--- config.mk ---
export PLATFORM = sky130hd
export DESIGN_NAME = core_hotplug_governor_unit_flat
export DESIGN_NICKNAME = d
export VERILOG_FILES = /design/src/rtl/hgov_pkg.sv /design/src/rtl/hgov_if.sv /design/src/rtl/hgov_cfg.sv /design/src/rtl/hgov_lane.sv /design/src/rtl/hgov_merge.sv /design/src/rtl/core_hotplug_governor_unit.sv /design/src/flat_wrapper.sv
export SDC_FILE = /design/constraint.sdc
export NUM_CORES = 1
export LEC_CHECK = 0
export BUFFER_PORTS_ARGS = -buffer_cell sky130_fd_sc_hd__buf_2
export CAP_MARGIN = 25
export CELL_PAD_IN_SITES_DETAIL_PLACEMENT = 1
export CELL_PAD_IN_SITES_GLOBAL_PLACEMENT = 2
export CORE_MARGIN = 2
export CORE_UTILIZATION = 44
export CTS_CLUSTER_SIZE = 25
export DETAILED_ROUTE_END_ITERATION = 10
export GPL_TIMING_DRIVEN = 0
export PLACE_DENSITY_LB_ADDON = 0.1
export SLEW_MARGIN = 20
export SYNTH_ARGS = -nofsm -noshare
export SYNTH_HDL_FRONTEND = slang
export SYNTH_SLANG_ARGS = --single-unit
--- constraint.sdc ---
create_clock -name clk_i -period 37.2 [get_ports clk_i]
set_clock_uncertainty 0.15 [all_clocks]
set_input_delay 3.72 -clock clk_i [delete_from_list [all_inputs] [get_ports clk_i]]
set_output_delay 3.72 -clock clk_i [all_outputs]
set_load 0.01 [all_outputs]
--- src/rtl/hgov_pkg.sv ---
`timescale 1ns / 1ps
// ----------------------------------------------------------------------------
// hgov_pkg
// Types and constants shared by the core hotplug governor modules.
// ----------------------------------------------------------------------------
package hgov_pkg;

  // At most four cores are modeled: each item carries four loads and
  // three frequencies; the configuration holds four plug thresholds.
  localparam int unsigned MAX_LANES  = 4;
  localparam int unsigned LANE_IDX_W = 2;

  localparam int unsigned CMD_W    = 2;
  localparam int unsigned LOAD_W   = 7;
  localparam int unsigned FREQ_W   = 22;
  localparam int unsigned PRIO_W   = 7;
  localparam int unsigned CNT_W    = 3;
  localparam int unsigned HOLD_W   = 6;
  localparam int unsigned PRIOS_W  = MAX_LANES * PRIO_W;
  localparam int unsigned ACTION_W = 2;
  localparam int unsigned SUM_W    = 9;

  // Floor division by three for sums below 512: (s * 171) >> 9.
  localparam int unsigned DIV3_MUL_W = 8;
  localparam logic [DIV3_MUL_W-1:0] DIV3_MUL = 8'd171;
  localparam int unsigned DIV3_SHIFT = 9;

  localparam int unsigned PADDR_W = 5;
  localparam int unsigned PDATA_W = 32;

  typedef enum logic [CMD_W-1:0] {
    CMD_TICK       = 2'd0,
    CMD_SCREEN_OFF = 2'd1,
    CMD_SCREEN_ON  = 2'd2
  } cmd_e;

  typedef enum logic [ACTION_W-1:0] {
    ACT_NONE   = 2'd0,
    ACT_UP     = 2'd1,
    ACT_DOWN   = 2'd2,
    ACT_SCREEN = 2'd3
  } action_e;

  typedef enum logic [2:0] {
    REG_LOAD_THRESHOLD   = 3'd0,
    REG_MIN_CORES        = 3'd1,
    REG_MAX_CORES        = 3'd2,
    REG_UP_HOLD_TICKS    = 3'd3,
    REG_DOWN_HOLD_TICKS  = 3'd4,
    REG_SCREEN_OFF_CORES = 3'd5,
    REG_CORE_PRIORITIES  = 3'd6
  } reg_idx_e;

  typedef struct packed {
    logic [LOAD_W-1:0]  load_threshold;
    logic [CNT_W-1:0]   min_cores;
    logic [CNT_W-1:0]   max_cores;
    logic [HOLD_W-1:0]  up_hold_ticks;
    logic [HOLD_W-1:0]  down_hold_ticks;
    logic [CNT_W-1:0]   screen_off_cores;
    logic [PRIOS_W-1:0] core_priorities;
  } cfg_t;

  localparam cfg_t CFG_RESET = '{
    load_threshold:   7'd80,
    min_cores:        3'd1,
    max_cores:        3'd4,
    up_hold_ticks:    6'd2,
    down_hold_ticks:  6'd6,
    screen_off_cores: 3'd1,
    core_priorities:  28'd147956550
  };

  // What one lane hands to the merging stage.
  typedef struct packed {
    logic              online;
    logic [LOAD_W-1:0] load;
    logic [PRIO_W-1:0] prio;
    logic              freq_ok;
    logic [FREQ_W-1:0] freq;
  } lane_t;

  // What the merging stage hands to the decision stage.
  typedef struct packed {
    logic [SUM_W-1:0]      sum;
    logic [CNT_W-1:0]      count;
    logic                  victim_ok;
    logic [LANE_IDX_W-1:0] victim;
    logic                  first_off_ok;
    logic [LANE_IDX_W-1:0] first_off;
  } merge_t;

endpackage

--- src/rtl/hgov_if.sv ---
`timescale 1ns / 1ps
// ----------------------------------------------------------------------------
// hgov_if
// Valid/ready channels for governor items and governor results.
// ----------------------------------------------------------------------------
interface hgov_in_if;
  import hgov_pkg::*;

  logic              valid;
  logic              ready;
  logic [CMD_W-1:0]  cmd;
  logic [LOAD_W-1:0] load_core0;
  logic [LOAD_W-1:0] load_core1;
  logic [LOAD_W-1:0] load_core2;
  logic [LOAD_W-1:0] load_core3;
  logic [FREQ_W-1:0] freq_core1;
  logic [FREQ_W-1:0] freq_core2;
  logic [FREQ_W-1:0] freq_core3;

  modport source (
    output valid, cmd, load_core0, load_core1, load_core2, load_core3,
           freq_core1, freq_core2, freq_core3,
    input  ready
  );

  modport sink (
    input  valid, cmd, load_core0, load_core1, load_core2, load_core3,
           freq_core1, freq_core2, freq_core3,
    output ready
  );
endinterface

interface hgov_out_if;
  import hgov_pkg::*;

  logic                  valid;
  logic                  ready;
  logic [MAX_LANES-1:0]  online_mask;
  logic [ACTION_W-1:0]   action;
  logic [LANE_IDX_W-1:0] changed_core;
  logic [LOAD_W-1:0]     average_load;

  modport source (
    output valid, online_mask, action, changed_core, average_load,
    input  ready
  );

  modport sink (
    input  valid, online_mask, action, changed_core, average_load,
    output ready
  );
endinterface

--- src/rtl/hgov_cfg.sv ---
`timescale 1ns / 1ps
// ----------------------------------------------------------------------------
// hgov_cfg
// APB register file holding the governor's configuration.
// ----------------------------------------------------------------------------
module hgov_cfg (
  input  logic                     clk_i,
  input  logic                     rst_ni,
  input  logic                     psel_i,
  input  logic                     penable_i,
  input  logic                     pwrite_i,
  input  logic [hgov_pkg::PADDR_W-1:0] paddr_i,
  input  logic [hgov_pkg::PDATA_W-1:0] pwdata_i,
  output logic [hgov_pkg::PDATA_W-1:0] prdata_o,
  output logic                     pready_o,
  output hgov_pkg::cfg_t           cfg_o
);
  import hgov_pkg::*;

  cfg_t     cfg_q;
  reg_idx_e reg_idx;

  assign reg_idx  = reg_idx_e'(paddr_i[PADDR_W-1:2]);
  assign pready_o = 1'b1;
  assign cfg_o    = cfg_q;

  always_ff @(posedge clk_i or negedge rst_ni) begin
    if (!rst_ni) begin
      cfg_q <= CFG_RESET;
    end else if (psel_i && penable_i && pwrite_i) begin
      case (reg_idx)
        REG_LOAD_THRESHOLD:   cfg_q.load_threshold   <= pwdata_i[LOAD_W-1:0];
        REG_MIN_CORES:        cfg_q.min_cores        <= pwdata_i[CNT_W-1:0];
        REG_MAX_CORES:        cfg_q.max_cores        <= pwdata_i[CNT_W-1:0];
        REG_UP_HOLD_TICKS:    cfg_q.up_hold_ticks    <= pwdata_i[HOLD_W-1:0];
        REG_DOWN_HOLD_TICKS:  cfg_q.down_hold_ticks  <= pwdata_i[HOLD_W-1:0];
        REG_SCREEN_OFF_CORES: cfg_q.screen_off_cores <= pwdata_i[CNT_W-1:0];
        REG_CORE_PRIORITIES:  cfg_q.core_priorities  <= pwdata_i[PRIOS_W-1:0];
        default: ;
      endcase
    end
  end

  always_comb begin
    case (reg_idx)
      REG_LOAD_THRESHOLD:   prdata_o = PDATA_W'(cfg_q.load_threshold);
      REG_MIN_CORES:        prdata_o = PDATA_W'(cfg_q.min_cores);
      REG_MAX_CORES:        prdata_o = PDATA_W'(cfg_q.max_cores);
      REG_UP_HOLD_TICKS:    prdata_o = PDATA_W'(cfg_q.up_hold_ticks);
      REG_DOWN_HOLD_TICKS:  prdata_o = PDATA_W'(cfg_q.down_hold_ticks);
      REG_SCREEN_OFF_CORES: prdata_o = PDATA_W'(cfg_q.screen_off_cores);
      REG_CORE_PRIORITIES:  prdata_o = PDATA_W'(cfg_q.core_priorities);
      default:              prdata_o = '0;
    endcase
  end

endmodule

--- src/rtl/hgov_lane.sv ---
`timescale 1ns / 1ps
// ----------------------------------------------------------------------------
// hgov_lane
// Per-core lane: gates one core's load and frequency eligibility by its
// online state and registers the result for the merging stage.
// ----------------------------------------------------------------------------
module hgov_lane (
  input  logic                        clk_i,
  input  logic                        en_i,
  input  logic                        online_i,
  input  logic                        freq_en_i,
  input  logic [hgov_pkg::LOAD_W-1:0] load_i,
  input  logic [hgov_pkg::PRIO_W-1:0] prio_i,
  input  logic [hgov_pkg::FREQ_W-1:0] freq_i,
  output hgov_pkg::lane_t             lane_o
);
  import hgov_pkg::*;

  lane_t lane_d;
  lane_t lane_q;

  always_comb begin
    lane_d.online  = online_i;
    lane_d.load    = online_i ? load_i : '0;
    lane_d.prio    = prio_i;
    // Core 0 never competes in the lowest-frequency search.
    lane_d.freq_ok = online_i && freq_en_i;
    lane_d.freq    = freq_i;
  end

  always_ff @(posedge clk_i) begin
    if (en_i) begin
      lane_q <= lane_d;
    end
  end

  assign lane_o = lane_q;

endmodule

--- src/rtl/hgov_merge.sv ---
`timescale 1ns / 1ps
// ----------------------------------------------------------------------------
// hgov_merge
// Combines the lanes: load sum, online count, the core to take down and
// the lowest offline core, registered for the decision stage.
// ----------------------------------------------------------------------------
module hgov_merge #(
  parameter int unsigned LANES = 4
) (
  input  logic            clk_i,
  input  logic            en_i,
  input  hgov_pkg::lane_t lane_i [LANES],
  output hgov_pkg::merge_t merge_o
);
  import hgov_pkg::*;

  merge_t merge_d;
  merge_t merge_q;

  always_comb begin
    logic [PRIO_W-1:0]     p_thr;
    logic [LANE_IDX_W-1:0] p_core;
    logic                  shared;
    logic [FREQ_W-1:0]     l_freq;
    logic [LANE_IDX_W-1:0] l_core;
    logic                  have_l;
    logic [SUM_W-1:0]      sum;
    logic [CNT_W-1:0]      count;
    logic [LANE_IDX_W-1:0] victim;

    p_thr  = '0;
    p_core = '0;
    shared = 1'b0;
    l_freq = '0;
    l_core = '0;
    have_l = 1'b0;
    sum    = '0;
    count  = '0;
    merge_d.first_off_ok = 1'b0;
    merge_d.first_off    = '0;

    for (int c = 0; c < LANES; c++) begin
      sum   = sum + SUM_W'(lane_i[c].load);
      count = count + CNT_W'(lane_i[c].online);
      if (lane_i[c].online) begin
        // Core 0 or a tie with the running highest marks the threshold as
        // shared; a strictly higher threshold takes the candidacy alone.
        if (c == 0 || lane_i[c].prio == p_thr) begin
          p_thr  = lane_i[c].prio;
          p_core = LANE_IDX_W'(c);
          shared = 1'b1;
        end else if (lane_i[c].prio > p_thr) begin
          p_thr  = lane_i[c].prio;
          p_core = LANE_IDX_W'(c);
          shared = 1'b0;
        end
      end
      if (lane_i[c].freq_ok && (!have_l || lane_i[c].freq < l_freq)) begin
        l_freq = lane_i[c].freq;
        l_core = LANE_IDX_W'(c);
        have_l = 1'b1;
      end
    end

    // Scan downward so that the lowest offline core is left standing.
    for (int c = LANES - 1; c >= 0; c--) begin
      if (!lane_i[c].online) begin
        merge_d.first_off_ok = 1'b1;
        merge_d.first_off    = LANE_IDX_W'(c);
      end
    end

    if (shared) begin
      victim = have_l ? l_core : '0;
    end else begin
      victim = p_core;
    end

    merge_d.sum       = sum;
    merge_d.count     = count;
    merge_d.victim    = victim;
    merge_d.victim_ok = (victim != '0);
  end

  always_ff @(posedge clk_i) begin
    if (en_i) begin
      merge_q <= merge_d;
    end
  end

  assign merge_o = merge_q;

endmodule

--- src/rtl/core_hotplug_governor_unit.sv ---
`timescale 1ns / 1ps
// ----------------------------------------------------------------------------
// core_hotplug_governor_unit
// Decides which cores are online from per-tick loads, hold counters and
// screen events, reporting one result per item.
// ----------------------------------------------------------------------------
//  Channel   Direction  Handshake            Carries
//  in_i      sink       valid/ready          cmd, four loads, three freqs
//  out_o     source     valid/ready          online mask, action, core, avg
//  APB       slave      psel/penable/pready  seven configuration registers
//
//  An item passes through accept, lane capture, merge and decision. The next
//  item is accepted in the cycle after the decision is committed.
//  A result waiting on out_o does not block acceptance; only the decision
//  stage waits while the output register is still full.
//  Reset puts all modeled cores online, clears the hold counters and leaves
//  ticks active; configuration returns to its reset values.
// ----------------------------------------------------------------------------
module core_hotplug_governor_unit #(
  parameter int unsigned NUM_CORES = 4
) (
  input  logic                         clk_i,
  input  logic                         rst_ni,
  hgov_in_if.sink                      in_i,
  hgov_out_if.source                   out_o,
  input  logic                         psel,
  input  logic                         penable,
  input  logic                         pwrite,
  input  logic [hgov_pkg::PADDR_W-1:0] paddr,
  input  logic [hgov_pkg::PDATA_W-1:0] pwdata,
  output logic [hgov_pkg::PDATA_W-1:0] prdata,
  output logic                         pready
);
  import hgov_pkg::*;

  localparam int unsigned LANES = (NUM_CORES < MAX_LANES) ? NUM_CORES : MAX_LANES;
  localparam logic [MAX_LANES-1:0] LANE_MASK = {MAX_LANES{1'b1}} >> (MAX_LANES - LANES);
  localparam int unsigned PROD_W = SUM_W + DIV3_MUL_W;

  typedef enum logic [3:0] {
    ST_IDLE   = 4'b0001,
    ST_LANE   = 4'b0010,
    ST_MERGE  = 4'b0100,
    ST_DECIDE = 4'b1000
  } state_e;

  state_e state_q, state_d;
  cfg_t   cfg;
  merge_t merge_q;
  lane_t  lane_q [LANES];

  logic [CMD_W-1:0]     cmd_q;
  logic [LOAD_W-1:0]    load_q [MAX_LANES];
  logic [FREQ_W-1:0]    freq_q [MAX_LANES];

  logic [MAX_LANES-1:0] core_online_q, online_d;
  logic [HOLD_W-1:0]    up_q, up_d;
  logic [HOLD_W-1:0]    down_q, down_d;
  logic                 paused_q, paused_d;

  logic                  out_valid_q;
  logic [MAX_LANES-1:0]  out_mask_q;
  action_e               out_action_q, action_d;
  logic [LANE_IDX_W-1:0] out_core_q, changed_d;
  logic [LOAD_W-1:0]     out_avg_q, avg_d;

  logic                  in_accept;
  logic                  commit;
  logic [PROD_W-1:0]     prod3;
  logic [SUM_W-1:0]      avg_full;

  hgov_cfg u_cfg (
    .clk_i     (clk_i),
    .rst_ni    (rst_ni),
    .psel_i    (psel),
    .penable_i (penable),
    .pwrite_i  (pwrite),
    .paddr_i   (paddr),
    .pwdata_i  (pwdata),
    .prdata_o  (prdata),
    .pready_o  (pready),
    .cfg_o     (cfg)
  );

  // --------------------------------------------------------------------------
  // Item capture
  // --------------------------------------------------------------------------
  assign in_i.ready = (state_q == ST_IDLE);
  assign in_accept  = in_i.valid && in_i.ready;

  always_ff @(posedge clk_i) begin
    if (in_accept) begin
      cmd_q     <= in_i.cmd;
      load_q[0] <= in_i.load_core0;
      load_q[1] <= in_i.load_core1;
      load_q[2] <= in_i.load_core2;
      load_q[3] <= in_i.load_core3;
      freq_q[0] <= '0;
      freq_q[1] <= in_i.freq_core1;
      freq_q[2] <= in_i.freq_core2;
      freq_q[3] <= in_i.freq_core3;
    end
  end

  // --------------------------------------------------------------------------
  // Lanes and merge
  // --------------------------------------------------------------------------
  for (genvar c = 0; c < LANES; c++) begin : g_lane
    hgov_lane u_lane (
      .clk_i     (clk_i),
      .en_i      (state_q == ST_LANE),
      .online_i  (core_online_q[c]),
      .freq_en_i (c != 0),
      .load_i    (load_q[c]),
      .prio_i    (cfg.core_priorities[c*PRIO_W +: PRIO_W]),
      .freq_i    (freq_q[c]),
      .lane_o    (lane_q[c])
    );
  end

  hgov_merge #(
    .LANES (LANES)
  ) u_merge (
    .clk_i   (clk_i),
    .en_i    (state_q == ST_MERGE),
    .lane_i  (lane_q),
    .merge_o (merge_q)
  );

  // --------------------------------------------------------------------------
  // Decision
  // --------------------------------------------------------------------------
  assign prod3 = PROD_W'(merge_q.sum) * PROD_W'(DIV3_MUL);

  always_comb begin
    case (merge_q.count)
      3'd1:    avg_full = merge_q.sum;
      3'd2:    avg_full = merge_q.sum >> 1;
      3'd3:    avg_full = SUM_W'(prod3 >> DIV3_SHIFT);
      3'd4:    avg_full = merge_q.sum >> 2;
      default: avg_full = '0;
    endcase
  end

  always_comb begin
    logic [CNT_W-1:0]  cnt;
    logic [HOLD_W-1:0] up_n;
    logic [HOLD_W-1:0] down_n;

    online_d  = core_online_q;
    up_d      = up_q;
    down_d    = down_q;
    paused_d  = paused_q;
    action_d  = ACT_NONE;
    changed_d = '0;
    avg_d     = '0;
    cnt       = merge_q.count;
    up_n      = (up_q < cfg.up_hold_ticks) ? up_q + HOLD_W'(1) : up_q;
    down_n    = (down_q < cfg.down_hold_ticks) ? down_q + HOLD_W'(1) : down_q;

    case (cmd_e'(cmd_q))
      CMD_TICK: begin
        if (!paused_q) begin
          avg_d  = avg_full[LOAD_W-1:0];
          up_d   = up_n;
          down_d = down_n;
          if (avg_full >= SUM_W'(cfg.load_threshold) && up_n >= cfg.up_hold_ticks) begin
            if (cnt < cfg.max_cores && merge_q.first_off_ok) begin
              online_d[merge_q.first_off] = 1'b1;
              action_d  = ACT_UP;
              changed_d = merge_q.first_off;
            end
            up_d   = '0;
            down_d = '0;
          end else if (down_n >= cfg.down_hold_ticks) begin
            if (cnt != cfg.min_cores && merge_q.victim_ok) begin
              online_d[merge_q.victim] = 1'b0;
              action_d  = ACT_DOWN;
              changed_d = merge_q.victim;
            end
            up_d   = '0;
            down_d = '0;
          end
        end
      end
      CMD_SCREEN_OFF: begin
        for (int c = 1; c < LANES; c++) begin
          if (cnt > cfg.screen_off_cores) begin
            if (online_d[c]) begin
              cnt = cnt - CNT_W'(1);
            end
            online_d[c] = 1'b0;
          end
        end
        paused_d = 1'b1;
        action_d = ACT_SCREEN;
      end
      CMD_SCREEN_ON: begin
        for (int c = 0; c < LANES; c++) begin
          if (!online_d[c] && cnt < cfg.max_cores) begin
            online_d[c] = 1'b1;
            cnt = cnt + CNT_W'(1);
          end
        end
        down_d   = '0;
        paused_d = 1'b0;
        action_d = ACT_SCREEN;
      end
      default: ;
    endcase
  end

  // --------------------------------------------------------------------------
  // Sequencer and state
  // --------------------------------------------------------------------------
  assign commit = (state_q == ST_DECIDE) && (!out_valid_q || out_o.ready);

  always_comb begin
    case (state_q)
      ST_IDLE:   state_d = in_accept ? ST_LANE : ST_IDLE;
      ST_LANE:   state_d = ST_MERGE;
      ST_MERGE:  state_d = ST_DECIDE;
      ST_DECIDE: state_d = commit ? ST_IDLE : ST_DECIDE;
      default:   state_d = ST_IDLE;
    endcase
  end

  always_ff @(posedge clk_i or negedge rst_ni) begin
    if (!rst_ni) begin
      state_q       <= ST_IDLE;
      core_online_q <= LANE_MASK;
      up_q          <= '0;
      down_q        <= '0;
      paused_q      <= 1'b0;
      out_valid_q   <= 1'b0;
    end else begin
      state_q <= state_d;
      if (commit) begin
        core_online_q <= online_d;
        up_q          <= up_d;
        down_q        <= down_d;
        paused_q      <= paused_d;
        out_valid_q   <= 1'b1;
      end else if (out_o.ready) begin
        out_valid_q <= 1'b0;
      end
    end
  end

  always_ff @(posedge clk_i) begin
    if (commit) begin
      out_mask_q   <= online_d;
      out_action_q <= action_d;
      out_core_q   <= changed_d;
      out_avg_q    <= avg_d;
    end
  end

  assign out_o.valid        = out_valid_q;
  assign out_o.online_mask  = out_mask_q;
  assign out_o.action       = out_action_q;
  assign out_o.changed_core = out_core_q;
  assign out_o.average_load = out_avg_q;

endmodule

--- src/flat_wrapper.sv ---
// flat-port wrapper written by rule: the top's interface ports become plain ports
module core_hotplug_governor_unit_flat import hgov_pkg::*;
#(
  parameter int unsigned NUM_CORES = 4
)
  (clk_i, rst_ni, psel, penable, pwrite, paddr, pwdata, prdata, pready, in_i_valid, in_i_cmd, in_i_load_core0, in_i_load_core1, in_i_load_core2, in_i_load_core3, in_i_freq_core1, in_i_freq_core2, in_i_freq_core3, in_i_ready, out_o_valid, out_o_online_mask, out_o_action, out_o_changed_core, out_o_average_load, out_o_ready);
  hgov_in_if in_i_i ();
  hgov_out_if out_o_i ();
  input  logic clk_i;
  input  logic rst_ni;
  input  logic psel;
  input  logic penable;
  input  logic pwrite;
  input  logic [hgov_pkg::PADDR_W-1:0] paddr;
  input  logic [hgov_pkg::PDATA_W-1:0] pwdata;
  output logic [hgov_pkg::PDATA_W-1:0] prdata;
  output logic pready;
  input wire logic [$bits(in_i_i.valid)-1:0] in_i_valid;
  input wire logic [$bits(in_i_i.cmd)-1:0] in_i_cmd;
  input wire logic [$bits(in_i_i.load_core0)-1:0] in_i_load_core0;
  input wire logic [$bits(in_i_i.load_core1)-1:0] in_i_load_core1;
  input wire logic [$bits(in_i_i.load_core2)-1:0] in_i_load_core2;
  input wire logic [$bits(in_i_i.load_core3)-1:0] in_i_load_core3;
  input wire logic [$bits(in_i_i.freq_core1)-1:0] in_i_freq_core1;
  input wire logic [$bits(in_i_i.freq_core2)-1:0] in_i_freq_core2;
  input wire logic [$bits(in_i_i.freq_core3)-1:0] in_i_freq_core3;
  output wire logic [$bits(in_i_i.ready)-1:0] in_i_ready;
  output wire logic [$bits(out_o_i.valid)-1:0] out_o_valid;
  output wire logic [$bits(out_o_i.online_mask)-1:0] out_o_online_mask;
  output wire logic [$bits(out_o_i.action)-1:0] out_o_action;
  output wire logic [$bits(out_o_i.changed_core)-1:0] out_o_changed_core;
  output wire logic [$bits(out_o_i.average_load)-1:0] out_o_average_load;
  input wire logic [$bits(out_o_i.ready)-1:0] out_o_ready;
  assign in_i_i.valid = in_i_valid;
  assign in_i_i.cmd = in_i_cmd;
  assign in_i_i.load_core0 = in_i_load_core0;
  assign in_i_i.load_core1 = in_i_load_core1;
  assign in_i_i.load_core2 = in_i_load_core2;
  assign in_i_i.load_core3 = in_i_load_core3;
  assign in_i_i.freq_core1 = in_i_freq_core1;
  assign in_i_i.freq_core2 = in_i_freq_core2;
  assign in_i_i.freq_core3 = in_i_freq_core3;
  assign in_i_ready = in_i_i.ready;
  assign out_o_valid = out_o_i.valid;
  assign out_o_online_mask = out_o_i.online_mask;
  assign out_o_action = out_o_i.action;
  assign out_o_changed_core = out_o_i.changed_core;
  assign out_o_average_load = out_o_i.average_load;
  assign out_o_i.ready = out_o_ready;
  core_hotplug_governor_unit #(.NUM_CORES(NUM_CORES)) u_core (.clk_i(clk_i), .rst_ni(rst_ni), .in_i(in_i_i), .out_o(out_o_i), .psel(psel), .penable(penable), .pwrite(pwrite), .paddr(paddr), .pwdata(pwdata), .prdata(prdata), .pready(pready));
endmodule
==> metrics <==
Setup TNS 0 ns; FMAX between 100 and 150 MHz; Distinct cells, synth slightly above 80; RSZ-0062 raised after global routing false; slowest stage delay, CP 0.52 ns; max_cap viols 0; WL/cell approximately 20 um; clock transition at the registers of the reported paths 0.05 ns; Port Buffers 177; status finished, final reports clean; ANT nets after route 0; Finished Cell Area 20600 um^2; FILL cells just over 4000; Synth Area in Simple Gates 10.4%; top cells by count, synth edfxtp_1, ha_1, nand2_1; register bit total from synthesis 333; final setup margin around 28 ns; Crit Path Max Fanout 10; Mapped Area 17600 um^2; post-synth top area share 43.6%; Clk Latency, worst-skew pair around 0.56 ns; Post-DP HPWL around 34000 um; Post-Syn Instances 1400; remaining routing DRC violations 0; grt total ovfl 0; drt via density 5.37; share of synthesized registers carrying an async set or reset 23.4%; largest net degree at the start of global routing 56; sequential-to-total area share from yosys stat 54.9%; GP Congestion 0.830; compound-cell area share of the yosys netlist 9.95%; Die Width roughly 200 um; Setup CP Type primary input to output port; startpoint types primary input; worst path cell trace buf_2 -> clkbuf_1 -> clkbuf_1 -> nor2_1 -> a222oi_1 -> o21ai_0 -> buf_2; Die Height roughly 200 um; largest family of logic cells by synthesized area adder cells; Clock Tree Root clkbuf_16; Ant. Diodes 0; Pins Over Slew Limit 0; final setup fails 0; YS warnings 0; dominant cells by area after synthesis edfxtp_1, ha_1, dfrtp_1; Peak VDD IR 0.0000503 V; Post-Synth XOR/XNOR Area about 1.5%; 1st-iter DRT viols approximately 560; starting density of the core approximately 44%; Cell Area, Placed between 15000 and 20000 um^2; gr usage total 21.8%; initial antenna violation count 0; WP data arrival 5.55 ns; first-pass GRT wire length 69700 um; CTS Sinks roughly 330; layout cells sized above 1 21.7%; Final nets roughly 2000; syn_area_per_cell 12.5 um^2; Post-synth EDFFs 255; multiplexer share of the synthesized area 3.85%; Vias around 12000; hold buffers post-CTS 0; CTS H-tree depth 2; Slew headroom 41.4%; Critical path buffers and inverters 4; Crit path max-delay family buffers and inverters; Leak 8.63 nW; vias in the first global route 12800; Final Cycle Share 25.3%; critical path endpoint category output port; worst hold path class flip-flop to flip-flop; row count 73; DR pass1 iterations 5; Tmin final 9.42 ns; CTS tree built; final wirelength 44100 um; most frequent cell after synthesis edfxtp_1; Place WS 27.80 ns; total die area a little over 40000 um^2; Top-Level Pins 190; CTS Buffer Depth 3; Crit path required time 33.33 ns; Synth Flop Type edfxtp_1; cts repair resizes 0; Yosys top cell by area edfxtp_1; worst-margin pin slew 0.867 ns; Pwr Density 62.6 nW/um^2; Crit-path slowest cell clkbuf_1; final hold vios 0; core area just under 40000 um^2; Setup Buffers After CTS 0; CTS Buf Count 39; adder-cell share of the synthesized area 16.2%; Area growth syn-to-layout 17.1%
==> routing by layer <==
metal / GRT usage [%] / vias up / routed length (um)
met2: 36.6 / 213 / 21200
met5: 0 / - / 0
met3: 3.07 / 77 / 1520
met1: 29.0 / 5851 / 20100
li1: - / 5649 / -
met4: 7.53 / 0 / 1320
==> through the flow <==
stage	power (W)	hold WS, ns	utilization (%)	instances
floorplan	0.000799	0.250	-	1403
global placement	0.000910	0.251	48.3	2105
detailed placement	0.000919	0.256	48.8	2128
CTS	0.00130	0.267	52.0	2197
global route	0.00137	0.275	52.0	2197
finish	0.00129	0.265	52.0	2197
==> cell families after synthesis <==
family / count (synthesis)
simple gates: 365
flops: 333
compound gates: 267
fa+ha+maj: 210
buf+inv: 133
mux: 59
xor+xnor: 31
other cells: 2
==> final timing paths <==
kind	startpoint	endpoint	slack [ns]	depth (start not counted)
setup / recovery	paddr[3]	prdata[1]	27.78	7
max in group asynchronous	rst_ni	u_core.u_cfg.cfg_o[22]	33.18	2
setup reg to reg	u_core.g_lane[0].u_lane.lane_o[37]	u_core.u_merge.merge_o[4]	30.29	25
hold / removal	u_core.freq_q[3][21]	u_core.g_lane[3].u_lane.lane_o[21]	0.26	0
min in group asynchronous	rst_ni	u_core.up_q[5]	3.03	1
hold reg to reg	u_core.freq_q[3][21]	u_core.g_lane[3].u_lane.lane_o[21]	0.26	0
==> layout by cell type (no fill, tap or decap), types with 4 or more instances in the layout <==
cell | netlist | final
clkbuf_16 | 0 | 39
xor2_1 | 6 | 6
inv_1 | 89 | 89
a221o_1 | 6 | 6
o21ai_0 | 60 | 60
a21o_1 | 15 | 15
a22oi_1 | 8 | 8
a21oi_1 | 92 | 92
a22o_1 | 5 | 5
and2_1 | 41 | 40
bufinv_16 | 0 | 4
nor4_1 | 7 | 7
a32o_1 | 4 | 4
a211oi_1 | 8 | 7
nand3_1 | 19 | 19
a31oi_1 | 12 | 12
o21bai_1 | 5 | 5
edfxtp_1 | 255 | 255
ha_1 | 180 | 180
a211o_1 | 4 | 4
o21a_1 | 9 | 9
mux2_2 | 49 | 49
fa_1 | 30 | 30
xnor2_1 | 25 | 25
nor2b_1 | 15 | 15
and3_1 | 27 | 27
buf_4 | 6 | 15
clkbuf_1 | 31 | 46
nand2b_1 | 10 | 10
buf_2 | 4 | 193
dfrtp_1 | 53 | 53
nor3_1 | 21 | 20
conb_1 | 2 | 5
mux2i_1 | 8 | 8
nand4_1 | 19 | 19
o31a_1 | 4 | 4
nand2_1 | 102 | 102
nor2_1 | 80 | 80
dfstp_2 | 25 | 25
==> layout make-up <==
class	instances	area (um^2)	share of cell area, %
Buffer	44	200	0.974
Timing Repair Buffer	200	1070	5.20
Multi-Input combinational cell	937	7420	36.1
Tap cell	525	657	3.19
Inverter	89	334	1.62
Clock buffer	55	1050	5.09
Clock inverter	14	195	0.949
Sequential cell	333	9640	46.9
==> registers in the layout (all words and copies together) (netlist names), 4 cells and up <==
signal / cells
u_core.core_online_q: 4
u_core.down_q: 6
u_core.freq_q: 66
u_core.g_lane.u_lane.lane_o: 126
u_core.load_q: 28
u_core.out_o.average_load: 7
u_core.out_o.online_mask: 4
u_core.state_q: 4
u_core.u_cfg.cfg_o: 56
u_core.u_merge.merge_o: 18
u_core.up_q: 6
==> where the power goes <==
group	leakage, nW	total [W]	internal, W	switching, W
Clock	0.597	0.000377	0.000225	0.000152
Sequential	3.30	0.000529	0.000493	0.0000365
Combinational	4.74	0.000380	0.000155	0.000226
No activity file was read; power rests on OpenSTA's default activity.
